`config.mk`:
```
export PLATFORM = sky130hd
export DESIGN_NAME = atan_distortion_normalizer_core
export DESIGN_NICKNAME = d
export VERILOG_FILES = /design/src/hw/rtl/adn_pkg.sv /design/src/hw/rtl/adn_datapath.sv /design/src/hw/rtl/adn_ctrl.sv /design/src/hw/rtl/atan_distortion_normalizer_core.sv
export SDC_FILE = /design/constraint.sdc
export NUM_CORES = 2
export LEC_CHECK = 0
export ABC_AREA = 0
export BUFFER_PORTS_ARGS = -buffer_cell sky130_fd_sc_hd__clkbuf_2
export CAP_MARGIN = 20
export CELL_PAD_IN_SITES_DETAIL_PLACEMENT = 0
export CELL_PAD_IN_SITES_GLOBAL_PLACEMENT = 1
export CORE_MARGIN = 2
export CORE_UTILIZATION = 30
export CTS_CLUSTER_DIAMETER = 200
export CTS_CLUSTER_SIZE = 8
export DETAILED_ROUTE_END_ITERATION = 10
export HOLD_SLACK_MARGIN = 0.08
export PLACE_DENSITY_LB_ADDON = 0.1
export SLEW_MARGIN = 20
export SYNTH_ARGS = -nofsm -noshare
export SYNTH_HDL_FRONTEND = slang
export SYNTH_SLANG_ARGS = --single-unit
```
`constraint.sdc`:
```
create_clock -name clk -period 6.8 [get_ports clk]
set_input_delay 1.36 -clock clk [delete_from_list [all_inputs] [get_ports clk]]
set_output_delay 1.36 -clock clk [all_outputs]
set_load 0.005 [all_outputs]
```
`src/hw/rtl/adn_pkg.sv`:
```
`default_nettype none

package adn_pkg;

	localparam int BLOCK_DEPTH = 64;
	localparam int ADDR_W      = $clog2(BLOCK_DEPTH);
	localparam int CNT_W       = ADDR_W + 1;
	localparam int FRAC_BITS   = 14;
	localparam int MAG_W       = FRAC_BITS + 1;
	localparam int ENTRY_W     = MAG_W + 1;
	localparam int ABS_W       = 8;
	localparam int SX_W        = 14;
	localparam int SY_W        = 22;
	localparam int PROD_W      = SX_W + MAG_W;
	localparam int QUO_W       = 7;
	localparam int DIV_W       = SY_W + QUO_W - 1;
	localparam int DIV_CNT_W   = 3;
	localparam int ROM_DEPTH   = 129;

	localparam logic [63:0] HALF_PI_Q32 = 64'd6746518852;
	localparam logic [63:0] DRIVE_NUM   = 64'd4001;
	localparam logic [63:0] DRIVE_DEN   = 64'd1280;

	typedef logic [MAG_W-1:0] mag_rom_t [0:ROM_DEPTH-1];

	typedef struct packed {
		logic              wr;
		logic              clr;
		logic              rd;
		logic              mul;
		logic              sat;
		logic              div;
		logic [ADDR_W-1:0] rd_addr;
	} cmd_t;

	typedef struct packed {
		logic [CNT_W-1:0] cnt;
	} status_t;

	// shift-subtract quotient, evaluated only while building the table
	function automatic logic [63:0] udiv64(input logic [63:0] num, input logic [63:0] den);
		logic [63:0] q;
		logic [63:0] r;
		begin
			q = '0;
			r = '0;
			for (int i = 63; i >= 0; i--) begin
				r = {r[62:0], num[i]};
				if (r >= den) begin
					r    = r - den;
					q[i] = 1'b1;
				end
			end
			return q;
		end
	endfunction

	// pi/2 - atan(1/a) by an alternating series in Q32, rounded to the table format
	function automatic logic [MAG_W-1:0] atan_mag(input int m);
		logic [63:0] u;
		logic [63:0] u2;
		logic [63:0] p;
		logic [63:0] s;
		logic [63:0] v;
		logic [63:0] term;
		logic        sub;
		int          n;
		begin
			u   = udiv64(DRIVE_DEN << 32, DRIVE_NUM * 64'(m));
			u2  = (u * u) >> 32;
			s   = u;
			p   = u;
			sub = 1'b1;
			for (n = 3; (p != 64'd0) && (n < 400); n += 2) begin
				p    = (p * u2) >> 32;
				term = udiv64(p, 64'(n));
				if (sub) begin
					s = s - term;
				end else begin
					s = s + term;
				end
				sub = !sub;
			end
			v = HALF_PI_Q32 - s;
			v = (v + (64'd1 << (31 - FRAC_BITS))) >> (32 - FRAC_BITS);
			return v[MAG_W-1:0];
		end
	endfunction

	function automatic mag_rom_t build_mag_rom();
		mag_rom_t rom;
		begin
			rom[0] = '0;
			for (int m = 1; m < ROM_DEPTH; m++) begin
				rom[m] = atan_mag(m);
			end
			return rom;
		end
	endfunction

	localparam mag_rom_t MAG_ROM = build_mag_rom();

endpackage

`default_nettype wire

```
`src/hw/rtl/adn_datapath.sv`:
```
`default_nettype none

module adn_datapath (
	input  wire logic            clk,
	input  wire logic            arst_n,
	input  wire adn_pkg::cmd_t   cmd,
	output adn_pkg::status_t     status,
	input  wire logic [7:0]      sample,
	output logic [7:0]           sample_out
);

	logic [adn_pkg::ENTRY_W-1:0] store_q [0:adn_pkg::BLOCK_DEPTH-1];
	logic [adn_pkg::ENTRY_W-1:0] rd_q;
	logic [adn_pkg::CNT_W-1:0]   cnt_q;
	logic [adn_pkg::SX_W-1:0]    sx_q;
	logic [adn_pkg::SY_W-1:0]    sy_q;
	logic [adn_pkg::PROD_W-1:0]  prod_q;
	logic                        neg_q;
	logic [adn_pkg::PROD_W-1:0]  rem_q;
	logic [adn_pkg::DIV_W-1:0]   dv_q;
	logic [adn_pkg::QUO_W-1:0]   quo_q;
	logic                        sat_q;
	logic                        zero_q;

	logic                        in_neg;
	logic [adn_pkg::ABS_W-1:0]   in_abs;
	logic [adn_pkg::MAG_W-1:0]   in_mag;
	logic [adn_pkg::PROD_W-1:0]  sy_x128;
	logic                        step_ge;
	logic [adn_pkg::ABS_W-1:0]   qmag;
	logic [7:0]                  qval;

	// below 128 the signed value is negative
	assign in_neg  = ~sample[7];
	assign in_abs  = in_neg ? (8'd128 - sample) : {1'b0, sample[6:0]};
	assign in_mag  = adn_pkg::MAG_ROM[in_abs];
	assign sy_x128 = {sy_q, 7'd0};
	assign step_ge = rem_q >= {1'b0, dv_q};

	always_ff @(posedge clk or negedge arst_n) begin
		if (!arst_n) begin
			cnt_q <= '0;
			sx_q  <= '0;
			sy_q  <= '0;
		end else if (cmd.clr) begin
			cnt_q <= '0;
			sx_q  <= '0;
			sy_q  <= '0;
		end else if (cmd.wr) begin
			cnt_q <= cnt_q + 1'b1;
			sx_q  <= sx_q + adn_pkg::SX_W'(in_abs);
			sy_q  <= sy_q + adn_pkg::SY_W'(in_mag);
		end
	end

	always_ff @(posedge clk) begin
		if (cmd.wr) begin
			store_q[cnt_q[adn_pkg::ADDR_W-1:0]] <= {in_neg, in_mag};
		end
		if (cmd.rd) begin
			rd_q <= store_q[cmd.rd_addr];
		end
	end

	always_ff @(posedge clk) begin
		if (cmd.mul) begin
			prod_q <= adn_pkg::PROD_W'(sx_q) * adn_pkg::PROD_W'(rd_q[adn_pkg::MAG_W-1:0]);
			neg_q  <= rd_q[adn_pkg::ENTRY_W-1];
		end
		if (cmd.sat) begin
			zero_q <= (sy_q == '0);
			sat_q  <= (prod_q >= sy_x128);
			rem_q  <= prod_q;
			dv_q   <= {sy_q, 6'd0};
			quo_q  <= '0;
		end else if (cmd.div) begin
			if (step_ge) begin
				rem_q <= rem_q - adn_pkg::PROD_W'(dv_q);
			end
			quo_q <= {quo_q[adn_pkg::QUO_W-2:0], step_ge};
			dv_q  <= dv_q >> 1;
		end
	end

	// positive 128 clips to 127, negative 128 stays
	assign qmag = sat_q ? 8'd128 : {1'b0, quo_q};
	always_comb begin
		if (zero_q) begin
			qval = 8'd0;
		end else if (neg_q) begin
			qval = 8'd0 - qmag;
		end else if (sat_q) begin
			qval = 8'd127;
		end else begin
			qval = qmag;
		end
	end

	assign sample_out = qval ^ 8'h80;
	assign status.cnt = cnt_q;

endmodule

`default_nettype wire

```
`src/hw/rtl/adn_ctrl.sv`:
```
`default_nettype none

module adn_ctrl (
	input  wire logic            clk,
	input  wire logic            arst_n,
	input  wire logic            in_valid,
	input  wire logic            in_last,
	output logic                 in_ready,
	output logic                 out_valid,
	input  wire logic            out_ready,
	output logic                 out_last,
	input  wire adn_pkg::status_t status,
	output adn_pkg::cmd_t        cmd
);

	typedef enum logic [2:0] {
		ST_LOAD,
		ST_READ,
		ST_MUL,
		ST_SAT,
		ST_DIV,
		ST_OUT
	} state_t;

	state_t                          state_q;
	logic [adn_pkg::ADDR_W-1:0]      idx_q;
	logic [adn_pkg::DIV_CNT_W-1:0]   div_cnt_q;
	logic                            accept;
	logic                            burst;
	logic                            final_word;

	assign in_ready   = (state_q == ST_LOAD);
	assign out_valid  = (state_q == ST_OUT);
	assign accept     = in_valid && in_ready;
	assign burst      = in_last || (status.cnt == adn_pkg::CNT_W'(adn_pkg::BLOCK_DEPTH - 1));
	assign final_word = ({1'b0, idx_q} + 1'b1) == status.cnt;
	assign out_last   = final_word;

	always_comb begin
		cmd         = '0;
		cmd.rd_addr = idx_q;
		cmd.wr      = accept;
		cmd.rd      = (state_q == ST_READ);
		cmd.mul     = (state_q == ST_MUL);
		cmd.sat     = (state_q == ST_SAT);
		cmd.div     = (state_q == ST_DIV);
		cmd.clr     = (state_q == ST_OUT) && out_ready && final_word;
	end

	always_ff @(posedge clk or negedge arst_n) begin
		if (!arst_n) begin
			state_q   <= ST_LOAD;
			idx_q     <= '0;
			div_cnt_q <= '0;
		end else begin
			unique case (state_q)
				ST_LOAD: begin
					idx_q <= '0;
					if (accept && burst) begin
						state_q <= ST_READ;
					end
				end
				ST_READ: state_q <= ST_MUL;
				ST_MUL:  state_q <= ST_SAT;
				ST_SAT: begin
					div_cnt_q <= '0;
					state_q   <= ST_DIV;
				end
				ST_DIV: begin
					div_cnt_q <= div_cnt_q + 1'b1;
					if (div_cnt_q == adn_pkg::DIV_CNT_W'(adn_pkg::QUO_W - 1)) begin
						state_q <= ST_OUT;
					end
				end
				ST_OUT: begin
					// hold the word until taken, then fetch the next one
					if (out_ready) begin
						if (final_word) begin
							state_q <= ST_LOAD;
						end else begin
							idx_q   <= idx_q + 1'b1;
							state_q <= ST_READ;
						end
					end
				end
				default: state_q <= ST_LOAD;
			endcase
		end
	end

endmodule

`default_nettype wire

```
`src/hw/rtl/atan_distortion_normalizer_core.sv`:
```
// Channel   Dir  tdata (low bit up)   tlast           tuser
// s_axis    in   [7:0] sample         last            -
// m_axis    out  [7:0] sample_out     last_out        -
//
// Loading accepts one word per cycle while s_tready is high.
// A burst starts after the word flagged last or the 64th word; each output word then goes
// through a store read, 14x15 multiply, saturation compare, 7 restoring divide steps and
// hand-off, and waits while m_tready stays low. Input is held off during the burst.
// Reset clears the fill count and both sums; the sample store needs no clearing.
`default_nettype none

module atan_distortion_normalizer_core (
	input  wire logic       clk,
	input  wire logic       arst_n,
	input  wire logic       s_tvalid,
	output logic            s_tready,
	input  wire logic [7:0] s_tdata,   // [7:0] sample
	input  wire logic       s_tlast,
	output logic            m_tvalid,
	input  wire logic       m_tready,
	output logic [7:0]      m_tdata,   // [7:0] sample_out
	output logic            m_tlast
);

	adn_pkg::cmd_t    cmd;
	adn_pkg::status_t status;

	adn_ctrl u_ctrl (
		.clk       (clk),
		.arst_n    (arst_n),
		.in_valid  (s_tvalid),
		.in_last   (s_tlast),
		.in_ready  (s_tready),
		.out_valid (m_tvalid),
		.out_ready (m_tready),
		.out_last  (m_tlast),
		.status    (status),
		.cmd       (cmd)
	);

	adn_datapath u_dp (
		.clk        (clk),
		.arst_n     (arst_n),
		.cmd        (cmd),
		.status     (status),
		.sample     (s_tdata),
		.sample_out (m_tdata)
	);

endmodule

`default_nettype wire

```
==> metrics.yaml <==
clocking:
  cts-buffers-inserted: 167
  path_clk_slew_ns: 0.05
  cts_setup_buffers: 0
  cts_htree_levels: 4
  clock_latency_ns: 0.79
  cts.sinks: 1191
  cts_tree: "built"
  post_cts_resized: 0
  hold_buffers: 0
  cts-root-buf: "clkbuf_16"
  clockBufferDepth: 3
final_layout:
  final_layout_size_suffix_gt1_share_pct: 20.3
  layout.nets: 4173
  syn_to_final_growth_pct: 15.4
  multi_input_comb_area_um2: 20700
  regArea_um2: 35400
  design_area_um2: 66300
  fill_cells: 18300
yosys:
  ys_ff_latch: 1191
  yosysUniqueCellTypes: 74
  synth_edf_count: 1123
  ys_warn_count: 0
  ys_async_sr_fraction_pct: 4.62
  ys.flop_type: "edfxtp_1"
  synth_area_um2: 57400
  avgSynthCellArea_um2: 15.7
  seq_area_frac_synth_pct: 61.6
  syn_inst: 3654
  syn_nets: 4002
die:
  ios: 24
  die_w_um: 442
  core_region_area_um2: 190000
  die_area_um2: 195000
  fp.dieH_um: 442
  start_util_pct: 30.2
  rows: 160
detailed_routing:
  drt-initial-drc-count: 2246
  routed_wl_mm: 169
  vias_per_cell: 5.02
  ant_nets: 0
  drc: 0
  vias: 32100
  avgRoutedWirePerCell_um: 26.5
  first_pass_iters: 7
grt:
  grt_remaining_overflow: 0
  grt_usage_pct: 17.5
  antenna_found_initial: 5
  grt_pass1_vias: 33800
  grt_max_degree: 101
  grt_pass1_wl_mm: 245
setup_path:
  rr_endpoint: "u_dp.prod_q[24]"
  path_class: "reg -> reg"
  arrival_ns: 6.87
  required_ns: 7.28
  worstRegToRegCells: 22
  rrSetupSlack_ns: 0.41
  crit_path_max_fanout: 11
  cp-end-kind: "flop"
  r2r_start: "u_dp.sx_q[2]"
  cp-start-kind: "flop"
timing:
  max_freq_mhz: 156
  rsz0062_at_grt: "no"
  drv_slew: 0
  tightest_slew_ns: 1.09
  clock_skew_ns: 0.0698
  fin_crit_sh_pct: 94.0
  setup_tns_ns: 0
  finalWorstSetupSlack_ns: 0.409
  fin_crit_ns: 6.39
  hold_viol_final: 0
  setup_viol: 0
  maxSlewHeadroom_pct: 27.1
placement:
  place_ws_ns: 0.377
  dp_hpwl_mm: 107
  port_buffers: 23
  place_congestion: 0.779
  place_area_um2: 61600
min_path:
  min_from: "u_dp.rd_q[15]"
  min_to: "u_dp.neg_q"
  holdPathStages: 0
  holdCritPathClass: "reg -> reg"
power:
  ir_worst_vdd_mv: 0.819
  powerDensity_nw_per_um2: 497
  total_leakage_power_uw: 0.0227
outcome:
  outcome: "complete, no violations"
job:
  maxCapViolCount: 0
routing by layer:
| layer | GRT usage (%) | routed length [um] | up-vias |
|---|---|---|---|
| met4 | 4.22 | 3650 | 0 |
| met3 | 2.35 | 5960 | 221 |
| met1 | 23.4 | 74600 | 17100 |
| met5 | 0 | 0 | - |
| met2 | 30.0 | 85100 | 581 |
| li1 | - | - | 14200 |
area by class of cell:
class,instances,area share (%)
inverters,253,1.43
diodes,4,0.0151
well taps,2511,4.74
repair buffers,187,2.17
flip-flops and latches,1191,53.3
multi-input cells,2025,31.2
clock buffers,208,6.53
clock inverters,15,0.574
cell usage after synthesis (14+ instances only):
cell         n  area (um2)
a211oi_1    37         278
a21o_1      40         300
a21oi_1    145         726
a31oi_1     26         163
and2_1     107         669
buf_1       28         105
buf_2       38         190
clkbuf_1   113         424
dfrtp_1     55        1380
edfxtp_1  1123       33700
fa_1       156        3120
ha_1       179        2240
inv_1      251         942
mux2i_1     14         140
mux4_2     324        7300
nand2_1    248         931
nand2b_1    18         113
nand3_1     44         220
nand4_1     17         106
nor2_1     203         762
nor2b_1     34         213
nor3_1      28         140
nor4_1      15        93.8
o211ai_1    17         128
o21a_1      14         105
o21ai_0     97         485
o22ai_1     34         213
xnor2_1     61         534
xor2_1      31         272
worst max-delay path: stages, from the launching register on:
cell and delay, ns:
dfrtp_1 0.51, and2_1 0.25, fa_1 0.54, inv_1 0.05, fa_1 0.48, inv_1 0.05, fa_1 0.49, inv_1 0.07
fa_1 0.53, inv_1 0.05, fa_1 0.48, inv_1 0.05, fa_1 0.48, inv_1 0.04, ha_1 0.33, a21oi_1 0.10
and2_1 0.17, o2bb2ai_1 0.14, a211o_1 0.36, or4b_2 0.66, nand3_1 0.11, a21oi_1 0.08, xnor2_1 0.13
worst max path at each step:
stage	start	end
floorplan	s_tdata[0]	u_dp.sy_q[12]
global placement	u_dp.sx_q[2]	u_dp.prod_q[24]
detailed placement	u_dp.sx_q[2]	u_dp.prod_q[24]
CTS	u_dp.sx_q[2]	u_dp.prod_q[24]
global route	u_dp.rd_q[4]	u_dp.prod_q[28]
finish	u_dp.sx_q[2]	u_dp.prod_q[24]
through the flow:
| stage | hold slack (ns) | cells | utilization [%] | power [uW] |
|---|---|---|---|---|
| 2_1_floorplan | 0.400 | 3654 | - | 21000 |
| 3_3_place_gp | 0.487 | 6167 | 32.4 | 26000 |
| 3_5_place_dp | 0.488 | 6167 | 32.4 | 25800 |
| 4_1_cts | 0.495 | 6390 | 34.9 | 33800 |
| 5_1_grt | 0.498 | 6391 | 34.9 | 35700 |
| 6_report | 0.475 | 6394 | 34.9 | 33000 |
placed cells by master (no fill, tap or decap), drive strengths merged, types with 63 or more instances in the layout:
cell type / count
nand2: 248
mux4: 324
edfxtp: 1123
a21oi: 145
fa: 156
nor2: 203
buf: 165
and2: 107
xnor2: 63
inv: 254
clkbuf: 230
o21ai: 97
ha: 179
sequential cells by signal (all words and copies together) (netlist names):
| signal | flops |
|---|---|
| u_ctrl.div_cnt_q | 3 |
| u_dp.dv_q | 28 |
| u_ctrl.state_q | 3 |
| u_dp.prod_q | 29 |
| u_dp.sat_q | 1 |
| u_dp.status | 7 |
| u_dp.rd_q | 16 |
| u_dp.zero_q | 1 |
| u_ctrl.idx_q | 6 |
| u_dp.sx_q | 14 |
| u_dp.neg_q | 1 |
| u_dp.rem_q | 29 |
| u_dp.sy_q | 22 |
| u_dp.store_q | 1024 |
| u_dp.quo_q | 7 |
kinds of logic after synthesis:
group / share of synthesized area [%]
AND/OR/NAND/NOR: 6.30
adder cells (fa/ha/maj): 9.34
AO/OA/AOI/OAI: 5.38
flip-flops: 61.6
buffers and inverters: 2.99
multiplexers: 13.0
XOR/XNOR: 1.46
where the power goes:
| group | internal, uW | total, uW | switching (uW) |
|---|---|---|---|
| registers | 9370 | 9950 | 584 |
| clock network | 4490 | 7700 | 3210 |
| logic | 6310 | 15300 | 8990 |
Note: power is estimated with default switching activity, not from simulation.
